==> src/design/fdt_pkg.sv <==
// fdt_pkg: shared widths, command and status codes, register indexes and
// structs for the fan duty controller; no dependencies
package fdt_pkg;

    // fixed field widths
    localparam int CMD_W     = 3;
    localparam int CH_W      = 3;
    localparam int VALUE_W   = 16;
    localparam int STATUS_W  = 2;
    localparam int DUTY_W    = 8;
    localparam int SLOT_W    = 8;
    localparam int SLOTS     = 6;
    localparam int PACKED_W  = SLOT_W * SLOTS;
    localparam int CFG_IDX_W = 2;
    localparam int CFG_DAT_W = PACKED_W;

    // module parameter defaults
    localparam int CHANNELS_DEF  = 6;
    localparam int TEMP_BITS_DEF = 8;

    // divider: 16-bit numerator, 8-bit divisor, one quotient bit per cycle
    localparam int DIV_NUM_W = 2 * SLOT_W;
    localparam int DIV_DEN_W = SLOT_W;

    localparam logic [DUTY_W-1:0] FULL_DUTY = 8'd255;

    // commands
    localparam logic [CMD_W-1:0] CMD_SET_TEMP = 3'd0;
    localparam logic [CMD_W-1:0] CMD_SET_DUTY = 3'd1;
    localparam logic [CMD_W-1:0] CMD_SET_LOAD = 3'd2;
    localparam logic [CMD_W-1:0] CMD_SET_RPM  = 3'd3;
    localparam logic [CMD_W-1:0] CMD_READ     = 3'd4;

    // status codes
    localparam logic [STATUS_W-1:0] ST_OK       = 2'd0;
    localparam logic [STATUS_W-1:0] ST_RANGE    = 2'd1;
    localparam logic [STATUS_W-1:0] ST_DISABLED = 2'd2;

    // configuration register indexes
    localparam logic [CFG_IDX_W-1:0] REG_ENABLED  = 2'd0;
    localparam logic [CFG_IDX_W-1:0] REG_LOW      = 2'd1;
    localparam logic [CFG_IDX_W-1:0] REG_HIGH     = 2'd2;
    localparam logic [CFG_IDX_W-1:0] REG_MIN_DUTY = 2'd3;

    // configuration reset values
    localparam logic [SLOTS-1:0]    ENABLED_RST  = '1;
    localparam logic [PACKED_W-1:0] LOW_RST      = '0;
    localparam logic [PACKED_W-1:0] HIGH_RST     = '1;
    localparam logic [PACKED_W-1:0] MIN_DUTY_RST = '0;

    // per-channel view of the configuration
    typedef struct packed {
        logic              enabled;
        logic [SLOT_W-1:0] low;
        logic [SLOT_W-1:0] high;
        logic [SLOT_W-1:0] min_duty;
    } t_chan_cfg;

    // divider status toward the controller
    typedef struct packed {
        logic              busy;
        logic              done;
        logic [DUTY_W-1:0] quot;
    } t_div_stat;

endpackage

==> src/design/fdt_if.sv <==
// fdt_if: valid/ready channel interfaces for command, result and
// configuration words; depends on fdt_pkg
interface fdt_cmd_if;
    logic                          valid;
    logic                          ready;
    logic [fdt_pkg::CMD_W-1:0]     cmd;
    logic [fdt_pkg::CH_W-1:0]      channel;
    logic [fdt_pkg::VALUE_W-1:0]   value;

    modport source (output valid, cmd, channel, value, input ready);
    modport sink   (input valid, cmd, channel, value, output ready);
endinterface

interface fdt_res_if;
    logic                          valid;
    logic                          ready;
    logic [fdt_pkg::STATUS_W-1:0]  status;
    logic                          pwm_write;
    logic [fdt_pkg::CH_W-1:0]      out_channel;
    logic [fdt_pkg::DUTY_W-1:0]    out_duty;
    logic [7:0]                    read_temp;
    logic [fdt_pkg::VALUE_W-1:0]   read_load;
    logic [fdt_pkg::VALUE_W-1:0]   read_rpm;

    modport source (output valid, status, pwm_write, out_channel, out_duty,
                    read_temp, read_load, read_rpm, input ready);
    modport sink   (input valid, status, pwm_write, out_channel, out_duty,
                    read_temp, read_load, read_rpm, output ready);
endinterface

interface fdt_cfg_if;
    logic                           valid;
    logic                           ready;
    logic [fdt_pkg::CFG_IDX_W-1:0]  index;
    logic [fdt_pkg::CFG_DAT_W-1:0]  data;

    modport source (output valid, index, data, input ready);
    modport sink   (input valid, index, data, output ready);
endinterface

==> src/design/fdt_cfg.sv <==
// fdt_cfg: configuration registers and per-channel threshold selection
// depends on fdt_pkg and fdt_cfg_if
module fdt_cfg (
    input  logic                      i_clk,
    input  logic                      i_rst_n,
    fdt_cfg_if.sink                   i_cfg,
    input  logic [fdt_pkg::CH_W-1:0]  i_ch,
    output fdt_pkg::t_chan_cfg        o_chan_cfg
);

    logic [fdt_pkg::SLOTS-1:0]    r_enabled;
    logic [fdt_pkg::PACKED_W-1:0] r_low;
    logic [fdt_pkg::PACKED_W-1:0] r_high;
    logic [fdt_pkg::PACKED_W-1:0] r_min_duty;

    assign i_cfg.ready = 1'b1;

    always_ff @(posedge i_clk) begin
        if (!i_rst_n) begin
            r_enabled  <= fdt_pkg::ENABLED_RST;
            r_low      <= fdt_pkg::LOW_RST;
            r_high     <= fdt_pkg::HIGH_RST;
            r_min_duty <= fdt_pkg::MIN_DUTY_RST;
        end else if (i_cfg.valid) begin
            unique case (i_cfg.index)
                fdt_pkg::REG_ENABLED:  r_enabled  <= i_cfg.data[fdt_pkg::SLOTS-1:0];
                fdt_pkg::REG_LOW:      r_low      <= i_cfg.data;
                fdt_pkg::REG_HIGH:     r_high     <= i_cfg.data;
                fdt_pkg::REG_MIN_DUTY: r_min_duty <= i_cfg.data;
                default: ;
            endcase
        end
    end

    // slot select; channels without a slot read as disabled with zero fields
    always_comb begin
        o_chan_cfg = '0;
        for (int s = 0; s < fdt_pkg::SLOTS; s++) begin
            if (i_ch == fdt_pkg::CH_W'(s)) begin
                o_chan_cfg.enabled  = r_enabled[s];
                o_chan_cfg.low      = r_low[s*fdt_pkg::SLOT_W +: fdt_pkg::SLOT_W];
                o_chan_cfg.high     = r_high[s*fdt_pkg::SLOT_W +: fdt_pkg::SLOT_W];
                o_chan_cfg.min_duty = r_min_duty[s*fdt_pkg::SLOT_W +: fdt_pkg::SLOT_W];
            end
        end
    end

endmodule

==> src/design/fdt_div.sv <==
// fdt_div: bit-serial restoring divider, one quotient bit per cycle
// depends on fdt_pkg
module fdt_div (
    input  logic                           i_clk,
    input  logic                           i_rst_n,
    input  logic                           i_start,
    input  logic [fdt_pkg::DIV_NUM_W-1:0]  i_numer,
    input  logic [fdt_pkg::DIV_DEN_W-1:0]  i_denom,
    output fdt_pkg::t_div_stat             o_stat
);

    localparam int NUM_W = fdt_pkg::DIV_NUM_W;
    localparam int DEN_W = fdt_pkg::DIV_DEN_W;
    localparam int CNT_W = $clog2(NUM_W);

    logic             r_busy;
    logic             r_done;
    logic [CNT_W-1:0] r_cnt;
    logic [NUM_W-1:0] r_num;   // numerator bits shift out, quotient bits shift in
    logic [DEN_W-1:0] r_den;
    logic [DEN_W-1:0] r_rem;

    logic [DEN_W:0]   trial;
    logic [DEN_W:0]   diff;
    logic             q_bit;
    logic [DEN_W-1:0] n_rem;
    logic             last_step;

    assign trial     = {r_rem, r_num[NUM_W-1]};
    assign diff      = trial - {1'b0, r_den};
    assign q_bit     = (trial >= {1'b0, r_den});
    // remainder stays below the divisor, so it fits the divisor width
    assign n_rem     = q_bit ? diff[DEN_W-1:0] : trial[DEN_W-1:0];
    assign last_step = (r_cnt == CNT_W'(NUM_W - 1));

    always_ff @(posedge i_clk) begin
        if (!i_rst_n) begin
            r_busy <= 1'b0;
            r_done <= 1'b0;
            r_cnt  <= '0;
        end else begin
            r_done <= 1'b0;
            if (i_start) begin
                r_busy <= 1'b1;
                r_cnt  <= '0;
            end else if (r_busy) begin
                r_cnt <= r_cnt + 1'b1;
                if (last_step) begin
                    r_busy <= 1'b0;
                    r_done <= 1'b1;
                end
            end
        end
    end

    always_ff @(posedge i_clk) begin
        if (i_start) begin
            r_num <= i_numer;
            r_den <= i_denom;
            r_rem <= '0;
        end else if (r_busy) begin
            r_num <= {r_num[NUM_W-2:0], q_bit};
            r_rem <= n_rem;
        end
    end

    assign o_stat.busy = r_busy;
    assign o_stat.done = r_done;
    assign o_stat.quot = r_num[fdt_pkg::DUTY_W-1:0];

endmodule

==> src/design/fan_duty_from_temperature.sv <==
// fan_duty_from_temperature: multi-channel linear fan curve controller, top level
// depends on fdt_pkg, fdt_if, fdt_cfg and fdt_div
//
//  channel   dir  words carried
//  i_cmd     in   cmd, channel, value
//  o_res     out  status, pwm_write, out_channel, out_duty, read_temp/load/rpm
//  i_cfg     in   index, data (one configuration register per word)
//
// one command word at a time: each word passes S_EVAL and S_DONE from accept to result;
// a temperature word in the linear region also passes S_DIV, where the bit-serial
// divider forms offset*255/range one quotient bit per cycle
// i_rst_n is synchronous; it restores the register defaults and per-channel
// state (duty 255, everything else 0)
// a result waits in the output register while the next word is taken in;
// the controller stalls only when that register is still full
module fan_duty_from_temperature #(
    parameter int CHANNELS  = fdt_pkg::CHANNELS_DEF,
    parameter int TEMP_BITS = fdt_pkg::TEMP_BITS_DEF
) (
    input  logic     i_clk,
    input  logic     i_rst_n,
    fdt_cmd_if.sink  i_cmd,
    fdt_res_if.source o_res,
    fdt_cfg_if.sink  i_cfg
);

    localparam int CH_IDX_W = (CHANNELS > 1) ? $clog2(CHANNELS) : 1;
    localparam int CMP_W    = (TEMP_BITS > fdt_pkg::SLOT_W) ? TEMP_BITS : fdt_pkg::SLOT_W;
    localparam int DUTY_W   = fdt_pkg::DUTY_W;
    localparam int VALUE_W  = fdt_pkg::VALUE_W;

    // controller states
    localparam logic [1:0] S_IDLE = 2'd0;
    localparam logic [1:0] S_EVAL = 2'd1;
    localparam logic [1:0] S_DIV  = 2'd2;
    localparam logic [1:0] S_DONE = 2'd3;

    logic [1:0] r_state;
    logic [1:0] n_state;

    // accepted command word
    logic [fdt_pkg::CMD_W-1:0] r_cmd;
    logic [fdt_pkg::CH_W-1:0]  r_ch;
    logic [VALUE_W-1:0]        r_val;

    // new duty for a temperature word
    logic [DUTY_W-1:0] r_nd;
    logic [DUTY_W-1:0] n_nd;

    // per-channel state
    logic [TEMP_BITS-1:0] r_temp [CHANNELS];
    logic [DUTY_W-1:0]    r_duty [CHANNELS];
    logic [VALUE_W-1:0]   r_load [CHANNELS];
    logic [VALUE_W-1:0]   r_rpm  [CHANNELS];

    // output register
    logic                           r_out_valid;
    logic [fdt_pkg::STATUS_W-1:0]   r_out_status;
    logic                           r_out_pwm;
    logic [fdt_pkg::CH_W-1:0]       r_out_ch;
    logic [DUTY_W-1:0]              r_out_duty;
    logic [7:0]                     r_out_temp;
    logic [VALUE_W-1:0]             r_out_load;
    logic [VALUE_W-1:0]             r_out_rpm;

    fdt_pkg::t_chan_cfg chan_cfg;
    fdt_pkg::t_div_stat div_stat;

    logic                         accept;
    logic                         out_free;
    logic                         finish;
    logic [CH_IDX_W-1:0]          ch_idx;
    logic                         ch_ok;
    logic [fdt_pkg::STATUS_W-1:0] status;

    // curve evaluation
    logic [TEMP_BITS-1:0]         temp_in;
    logic [CMP_W-1:0]             temp_w;
    logic [CMP_W-1:0]             low_w;
    logic [CMP_W-1:0]             high_w;
    logic [CMP_W-1:0]             offset_w;
    logic [DUTY_W-1:0]            offset;
    logic [fdt_pkg::SLOT_W-1:0]   span;
    logic [fdt_pkg::DIV_NUM_W-1:0] numer;
    logic                         div_start;

    // result fields
    logic                   res_pwm;
    logic [DUTY_W-1:0]      res_duty;
    logic [7:0]             res_temp;
    logic [VALUE_W-1:0]     res_load;
    logic [VALUE_W-1:0]     res_rpm;
    logic [CMP_W-1:0]       stored_temp_w;
    logic [DUTY_W-1:0]      cur_duty;

    fdt_cfg u_cfg (
        .i_clk      (i_clk),
        .i_rst_n    (i_rst_n),
        .i_cfg      (i_cfg),
        .i_ch       (r_ch),
        .o_chan_cfg (chan_cfg)
    );

    fdt_div u_div (
        .i_clk   (i_clk),
        .i_rst_n (i_rst_n),
        .i_start (div_start),
        .i_numer (numer),
        .i_denom (span),
        .o_stat  (div_stat)
    );

    assign i_cmd.ready = (r_state == S_IDLE);
    assign accept      = i_cmd.valid && (r_state == S_IDLE);
    assign out_free    = !r_out_valid || o_res.ready;
    assign finish      = (r_state == S_DONE) && out_free;

    // channel checks; channels >= CHANNELS report range, others need their enable bit
    assign ch_idx = r_ch[CH_IDX_W-1:0];
    always_comb begin
        if ({1'b0, r_ch} >= (fdt_pkg::CH_W + 1)'(CHANNELS)) begin
            status = fdt_pkg::ST_RANGE;
        end else if (!chan_cfg.enabled) begin
            status = fdt_pkg::ST_DISABLED;
        end else begin
            status = fdt_pkg::ST_OK;
        end
    end
    assign ch_ok = (status == fdt_pkg::ST_OK);

    // linear curve front end: thresholds, offset and scaled numerator
    assign temp_in  = r_val[TEMP_BITS-1:0];
    assign temp_w   = CMP_W'(temp_in);
    assign low_w    = CMP_W'(chan_cfg.low);
    assign high_w   = CMP_W'(chan_cfg.high);
    assign offset_w = temp_w - low_w;
    // inside the linear region temp <= high <= 255, so the offset fits a byte
    assign offset   = offset_w[DUTY_W-1:0];
    assign span     = chan_cfg.high - chan_cfg.low;
    // offset * 255 as (offset << 8) - offset
    assign numer    = {offset, 8'd0} - {8'd0, offset};

    always_comb begin
        n_state   = r_state;
        n_nd      = r_nd;
        div_start = 1'b0;
        unique case (r_state)
            S_IDLE: begin
                if (accept) n_state = S_EVAL;
            end
            S_EVAL: begin
                n_state = S_DONE;
                if (ch_ok && r_cmd == fdt_pkg::CMD_SET_TEMP) begin
                    priority if (temp_in == '0) begin
                        n_nd = fdt_pkg::FULL_DUTY;       // missing reading forces full duty
                    end else if (temp_w < low_w) begin
                        n_nd = '0;
                    end else if (temp_w > high_w) begin
                        n_nd = fdt_pkg::FULL_DUTY;
                    end else if (span == '0) begin
                        n_nd = fdt_pkg::FULL_DUTY;
                    end else begin
                        div_start = 1'b1;
                        n_state   = S_DIV;
                    end
                end
            end
            S_DIV: begin
                if (div_stat.done) begin
                    // clamp to the channel's minimum duty
                    n_nd    = (div_stat.quot < chan_cfg.min_duty) ? chan_cfg.min_duty
                                                                  : div_stat.quot;
                    n_state = S_DONE;
                end
            end
            S_DONE: begin
                if (out_free) n_state = S_IDLE;
            end
            default: n_state = S_IDLE;
        endcase
    end

    always_ff @(posedge i_clk) begin
        if (!i_rst_n) begin
            r_state <= S_IDLE;
        end else begin
            r_state <= n_state;
        end
    end

    always_ff @(posedge i_clk) begin
        if (accept) begin
            r_cmd <= i_cmd.cmd;
            r_ch  <= i_cmd.channel;
            r_val <= i_cmd.value;
        end
        r_nd <= n_nd;
    end

    // result word for the finishing command
    assign cur_duty      = r_duty[ch_idx];
    assign stored_temp_w = CMP_W'(r_temp[ch_idx]);
    always_comb begin
        res_pwm  = 1'b0;
        res_duty = '0;
        res_temp = '0;
        res_load = '0;
        res_rpm  = '0;
        if (ch_ok) begin
            res_duty = cur_duty;
            unique case (r_cmd)
                fdt_pkg::CMD_SET_TEMP: begin
                    res_pwm  = (r_nd != cur_duty);
                    res_duty = r_nd;
                end
                fdt_pkg::CMD_SET_DUTY: begin
                    res_pwm  = 1'b1;
                    res_duty = r_val[DUTY_W-1:0];
                end
                fdt_pkg::CMD_READ: begin
                    res_temp = stored_temp_w[7:0];
                    res_load = r_load[ch_idx];
                    res_rpm  = r_rpm[ch_idx];
                end
                default: ;   // load, rpm and unknown commands leave the duty alone
            endcase
        end
    end

    // per-channel state update as the result is handed on
    always_ff @(posedge i_clk) begin
        if (!i_rst_n) begin
            for (int c = 0; c < CHANNELS; c++) begin
                r_temp[c] <= '0;
                r_duty[c] <= fdt_pkg::FULL_DUTY;
                r_load[c] <= '0;
                r_rpm[c]  <= '0;
            end
        end else if (finish && ch_ok) begin
            for (int c = 0; c < CHANNELS; c++) begin
                if (ch_idx == CH_IDX_W'(c)) begin
                    unique case (r_cmd)
                        fdt_pkg::CMD_SET_TEMP: begin
                            r_temp[c] <= temp_in;
                            r_duty[c] <= r_nd;
                        end
                        fdt_pkg::CMD_SET_DUTY: r_duty[c] <= r_val[DUTY_W-1:0];
                        fdt_pkg::CMD_SET_LOAD: r_load[c] <= r_val;
                        fdt_pkg::CMD_SET_RPM:  r_rpm[c]  <= r_val;
                        default: ;
                    endcase
                end
            end
        end
    end

    // output register
    always_ff @(posedge i_clk) begin
        if (!i_rst_n) begin
            r_out_valid <= 1'b0;
        end else if (finish) begin
            r_out_valid <= 1'b1;
        end else if (o_res.ready) begin
            r_out_valid <= 1'b0;
        end
    end

    always_ff @(posedge i_clk) begin
        if (finish) begin
            r_out_status <= status;
            r_out_pwm    <= res_pwm;
            r_out_ch     <= r_ch;
            r_out_duty   <= res_duty;
            r_out_temp   <= res_temp;
            r_out_load   <= res_load;
            r_out_rpm    <= res_rpm;
        end
    end

    assign o_res.valid       = r_out_valid;
    assign o_res.status      = r_out_status;
    assign o_res.pwm_write   = r_out_pwm;
    assign o_res.out_channel = r_out_ch;
    assign o_res.out_duty    = r_out_duty;
    assign o_res.read_temp   = r_out_temp;
    assign o_res.read_load   = r_out_load;
    assign o_res.read_rpm    = r_out_rpm;

`ifndef ASSERT_OFF
    // the divider reports completion only while the controller waits for it
    a_div_done_in_div: assert property (@(posedge i_clk) disable iff (!i_rst_n)
        div_stat.done |-> (r_state == S_DIV))
        else $error("divider done outside divide state");

    // the divider is idle whenever a new command word is taken in
    a_div_idle_on_accept: assert property (@(posedge i_clk) disable iff (!i_rst_n)
        accept |-> !div_stat.busy)
        else $error("command accepted while divider busy");

    // a new result only ever comes from the finishing state
    a_out_from_done: assert property (@(posedge i_clk) disable iff (!i_rst_n)
        $rose(r_out_valid) |-> ($past(r_state) == S_DONE))
        else $error("result loaded outside finishing state");

    // rejected words never push a duty or report one
    a_reject_quiet: assert property (@(posedge i_clk) disable iff (!i_rst_n)
        (r_out_valid && r_out_status != fdt_pkg::ST_OK)
            |-> (!r_out_pwm && r_out_duty == '0))
        else $error("rejected word carries a duty");
`endif

endmodule
==> src/flat_wrapper.sv <==
// flat-port wrapper written by rule: the top's interface ports become plain ports
module fan_duty_from_temperature_flat 
#(
    parameter int CHANNELS  = fdt_pkg::CHANNELS_DEF,
    parameter int TEMP_BITS = fdt_pkg::TEMP_BITS_DEF
)
  (i_clk, i_rst_n, i_cmd_valid, i_cmd_cmd, i_cmd_channel, i_cmd_value, i_cmd_ready, o_res_valid, o_res_status, o_res_pwm_write, o_res_out_channel, o_res_out_duty, o_res_read_temp, o_res_read_load, o_res_read_rpm, o_res_ready, i_cfg_valid, i_cfg_index, i_cfg_data, i_cfg_ready);
  fdt_cmd_if i_cmd_i ();
  fdt_res_if o_res_i ();
  fdt_cfg_if i_cfg_i ();
  input  logic i_clk;
  input  logic i_rst_n;
  input wire logic [$bits(i_cmd_i.valid)-1:0] i_cmd_valid;
  input wire logic [$bits(i_cmd_i.cmd)-1:0] i_cmd_cmd;
  input wire logic [$bits(i_cmd_i.channel)-1:0] i_cmd_channel;
  input wire logic [$bits(i_cmd_i.value)-1:0] i_cmd_value;
  output wire logic [$bits(i_cmd_i.ready)-1:0] i_cmd_ready;
  output wire logic [$bits(o_res_i.valid)-1:0] o_res_valid;
  output wire logic [$bits(o_res_i.status)-1:0] o_res_status;
  output wire logic [$bits(o_res_i.pwm_write)-1:0] o_res_pwm_write;
  output wire logic [$bits(o_res_i.out_channel)-1:0] o_res_out_channel;
  output wire logic [$bits(o_res_i.out_duty)-1:0] o_res_out_duty;
  output wire logic [$bits(o_res_i.read_temp)-1:0] o_res_read_temp;
  output wire logic [$bits(o_res_i.read_load)-1:0] o_res_read_load;
  output wire logic [$bits(o_res_i.read_rpm)-1:0] o_res_read_rpm;
  input wire logic [$bits(o_res_i.ready)-1:0] o_res_ready;
  input wire logic [$bits(i_cfg_i.valid)-1:0] i_cfg_valid;
  input wire logic [$bits(i_cfg_i.index)-1:0] i_cfg_index;
  input wire logic [$bits(i_cfg_i.data)-1:0] i_cfg_data;
  output wire logic [$bits(i_cfg_i.ready)-1:0] i_cfg_ready;
  assign i_cmd_i.valid = i_cmd_valid;
  assign i_cmd_i.cmd = i_cmd_cmd;
  assign i_cmd_i.channel = i_cmd_channel;
  assign i_cmd_i.value = i_cmd_value;
  assign i_cmd_ready = i_cmd_i.ready;
  assign o_res_valid = o_res_i.valid;
  assign o_res_status = o_res_i.status;
  assign o_res_pwm_write = o_res_i.pwm_write;
  assign o_res_out_channel = o_res_i.out_channel;
  assign o_res_out_duty = o_res_i.out_duty;
  assign o_res_read_temp = o_res_i.read_temp;
  assign o_res_read_load = o_res_i.read_load;
  assign o_res_read_rpm = o_res_i.read_rpm;
  assign o_res_i.ready = o_res_ready;
  assign i_cfg_i.valid = i_cfg_valid;
  assign i_cfg_i.index = i_cfg_index;
  assign i_cfg_i.data = i_cfg_data;
  assign i_cfg_ready = i_cfg_i.ready;
  fan_duty_from_temperature #(.CHANNELS(CHANNELS), .TEMP_BITS(TEMP_BITS)) u_core (.i_clk(i_clk), .i_rst_n(i_rst_n), .i_cmd(i_cmd_i), .o_res(o_res_i), .i_cfg(i_cfg_i));
endmodule
==> config.mk <==
export PLATFORM = sky130hd
export DESIGN_NAME = fan_duty_from_temperature_flat
export DESIGN_NICKNAME = d
export VERILOG_FILES = /design/src/design/fdt_pkg.sv /design/src/design/fdt_if.sv /design/src/design/fdt_cfg.sv /design/src/design/fdt_div.sv /design/src/design/fan_duty_from_temperature.sv /design/src/flat_wrapper.sv
export SDC_FILE = /design/constraint.sdc
export NUM_CORES = 1
export LEC_CHECK = 0
export BUFFER_PORTS_ARGS = -buffer_cell sky130_fd_sc_hd__buf_2
export CELL_PAD_IN_SITES_DETAIL_PLACEMENT = 0
export CELL_PAD_IN_SITES_GLOBAL_PLACEMENT = 1
export CORE_ASPECT_RATIO = 1.5
export CORE_MARGIN = 8
export CORE_UTILIZATION = 45
export CTS_CLUSTER_DIAMETER = 150
export CTS_CLUSTER_SIZE = 28
export DETAILED_ROUTE_END_ITERATION = 8
export GPL_TIMING_DRIVEN = 0
export PLACE_DENSITY = 0.77
export SLEW_MARGIN = 5
export SYNTH_ARGS = -nofsm -noshare
export SYNTH_HDL_FRONTEND = slang
export SYNTH_SLANG_ARGS = --single-unit
==> constraint.sdc <==
create_clock -name i_clk -period 14.4 [get_ports i_clk]
set_input_delay 2.88 -clock i_clk [delete_from_list [all_inputs] [get_ports i_clk]]
set_output_delay 2.88 -clock i_clk [all_outputs]
set_load 0.01 [all_outputs]
==> qor.txt <==
Final #Nets: 2617
Fmax: 0.126 GHz
Syn Area/Cell: 11.4 µm²
Pint: 2620 µW
Post-synth EDFFs: 396
Critical path type: reg -> reg
Post-synth net total: 2454
PD cells: 139 nW/µm²
Root Driver: clkbuf_16
Crit. End Element: register
Port bufs: 132
H-tree depth: 1
WHS: 0.471 ns
Effective utilization at floorplan: 0.454
Comb power frac: 0.313
Placer Congestion: 0.905
DRC Markers: 0
Distinct cell type count after synthesis: 92
YS warnings: 0
Pre-antenna DRT Iters: 7
Slowest cell on crit path: a211oi_1
Crit Path Max Fanout: 10
Sequential element share of the synthesized area: 0.573
Min Tclk post-route: 7.96 ns
Final setup margin: 6.44 ns
Final Max Tran Viols: 0
Top Ports: 134
Vias in the first global route: 19.2k
Sequential share of power: 0.479
CTS tree: yes
Clk network pwr share: 0.207
Critical-path cell list: buf_4 -> buf_2 -> buf_2 -> buf_1 -> buf_1 -> and3_1 -> a21oi_1 -> o221ai_1 -> o21ai_0 -> ha_1 -> a21boi_1 -> a21oi_1 -> a221oi_2 -> xor2_1 -> or4b_1 -> o211ai_2 -> buf_4 -> nand2_1 -> a211oi_1
Mapped Cells: 2336
Initial antenna violation count: 2
Die X: 215 µm
Number of gates resized after cts: 0
Asr flop ratio synth: 0
Clock Skew: 0.0534 ns
Iter 0 DRT Violations: 1411
Share of cells above drive strength 1: 0.119
Yosys top cell by area: edfxtp_1
TritonCTS Buffers: 24
Slew HR: 0.0981
Sw Pwr: 1410 µW
Max VDD drop: 115 µV
Sw Share: 0.350
Worst-Skew Late Latency: 0.63 ns
Main area contributors after synthesis: edfxtp_1 45%, dfxtp_1 13%, nand2_1 4.8%
Post-synthesis cell area: 26700 µm²
Worst setup SP type: register
R2R Setup Slk: 6.44 ns
Setup TNS: 0 ns
Post-synth top area share: 0.446
CTS sink cnt: 566
Die Area: 67500 µm²
Leakage: 0.0102 µW
Layout Utilization: 0.496
Total track usage: 0.224
RSZ-0062 raised after global routing: false
Max clock buf depth: 3
# fillers: 5296
Pin count of the biggest net entering global routing: 30
CP peak stage delay: 0.92 ns
Via count: 18.6k
Yosys reg bits: 566
Core Area: 58800 µm²
Critical path required time: 14.61 ns
First-pass GRT wire length: 116000 µm
Vias/cell: 5.66
Synthesis-to-finish area growth: 9.26%
Grt ovf: 0
CTS Hold Bufs: 0
Status: complete, no violations
Part of the cycle the worst path needs: 0.553
Pre-CTS WS: 6.56 ns
Tightest Pin Transition: 1.34 ns
HPWL after DPL: 60900 µm
Final setup fails: 0
Worst hold path type: reg -> reg
# rows: 109
Hold Violations, Final: 0
Routed Antenna Nets: 0
Design Power: 4040 µW
Post-CTS setup buffer count: 0
WL/cell: 23.5 µm
Max Cap Viol: 0
Clock transition at path regs: 0.12 ns
Critical Path AT: 8.17 ns
Synth Flop Type: edfxtp_1
WL final: 77500 µm
Die height: 314 µm
power groups by stage:
stage	logic (µW)	clock network, µW	registers, µW
CTS	1260	848	1930
detailed placement	1250	0	1970
floorplan	829	0	1950
global placement	1230	0	1970
finish	1260	837	1940
global route	1360	894	1950
flip-flops by register name, summed over array words and instances, names as in the netlist, 48 cells and up, named ones only:
register                 cells
u_core.r_temp               48
u_core.u_cfg.r_min_duty     48
u_core.u_cfg.r_low          48
u_core.r_duty               48
u_core.u_cfg.r_high         48
u_core.r_rpm                96
u_core.r_load               96
layout by cell type, fill, tap and decap left out, types with 14 or more instances in the layout:
| master | netlist | routed |
|---|---|---|
| nor2_1 | 134 | 134 |
| nand2_1 | 342 | 342 |
| a21oi_1 | 42 | 42 |
| nand3_1 | 63 | 63 |
| o22a_1 | 49 | 49 |
| a21boi_0 | 100 | 100 |
| buf_2 | 9 | 141 |
| o221ai_1 | 14 | 14 |
| mux2_2 | 16 | 16 |
| buf_1 | 24 | 24 |
| mux4_2 | 52 | 52 |
| o21ai_0 | 84 | 71 |
| nor3_1 | 52 | 52 |
| a211oi_1 | 64 | 64 |
| inv_1 | 45 | 44 |
| clkbuf_16 | 0 | 24 |
| xnor2_1 | 24 | 24 |
| clkbuf_1 | 149 | 166 |
| a22oi_1 | 16 | 16 |
| mux2i_1 | 88 | 88 |
| edfxtp_1 | 396 | 396 |
| ha_1 | 40 | 40 |
| dfxtp_1 | 170 | 170 |
| and2_1 | 173 | 173 |
worst max-delay path, delay by kind of cell (launching register included):
family                     cells  cell delay, ns
buffers and inverters          6            2.75
AOI/OAI and AO/OA              8            2.67
and+or+nand+nor                3            0.96
DFF                            1            0.49
adders and majority gates      1            0.45
xor gates and xnor gates       1            0.22
synth_stat cells (all sizes together) (25+ instances only):
| cell type | n |
|---|---|
| edfxtp | 396 |
| buf | 41 |
| clkbuf | 149 |
| dfxtp | 170 |
| nand3 | 63 |
| inv | 45 |
| nor2 | 136 |
| nand2 | 342 |
| o21ai | 87 |
| xnor2 | 25 |
| mux2i | 88 |
| and2 | 173 |
| mux4 | 52 |
| a211oi | 65 |
| a21boi | 103 |
| nor3 | 53 |
| ha | 40 |
| o22a | 50 |
| a21oi | 43 |
path summary, 6_finish.rpt:
path | end | depth (start not counted) | startpoint
max reg2reg | u_core.r_nd[3]$_DFFE_PP_ | 19 | u_core.ch_idx[1]$_DFFE_PP_
max | u_core.r_nd[3]$_DFFE_PP_ | 19 | u_core.ch_idx[1]$_DFFE_PP_
min | u_core.u_cfg.r_low[46]$_SDFFE_PN0P_ | 2 | u_core.u_cfg.r_low[46]$_SDFFE_PN0P_
min reg2reg | u_core.u_cfg.r_low[46]$_SDFFE_PN0P_ | 2 | u_core.u_cfg.r_low[46]$_SDFFE_PN0P_
cell families (layout without fill, tap and decap cells):
group | after synthesis | in the layout | share of synthesized area
xor gates and xnor gates | 36 | 36 | 0.0121
adders and majority gates | 44 | 44 | 0.0207
buffers and inverters | 238 | 418 | 0.0357
muxes | 160 | 160 | 0.0858
AOI/OAI and AO/OA | 450 | 450 | 0.122
and+or+nand+nor | 841 | 841 | 0.150
other | 1 | 3 | 0.000141
DFF | 566 | 566 | 0.573
cell type report:
class | count | area [µm²] | area share
clock buffer | 41 | 664 | 0.0228
antenna | 2 | 5.00 | 0.000172
multi-input combinational | 1532 | 10500 | 0.359
tap | 777 | 972 | 0.0334
inverter | 48 | 181 | 0.00623
buffer | 190 | 769 | 0.0264
sequential | 566 | 15300 | 0.525
timing repair buffer | 137 | 737 | 0.0253
clock inverter | 2 | 46.3 | 0.00159
per-layer routing:
layer,vias to the layer above,routed length [µm],global-route usage
met4,0,4290,0.112
met2,649,40200,0.416
met3,179,3960,0.0242
met1,9072,29100,0.252
met5,-,0,0
li1,8747,-,-
metrics by stage:
stage | instances | cell area (µm²)
final | 3295 | 29100
after floorplan | 2336 | 26700
after global routing | 3293 | 29100
after detailed placement | 3250 | 28400
after global placement | 3245 | 28300
after CTS | 3293 | 29100
Power figures use the tool's default switching activity.
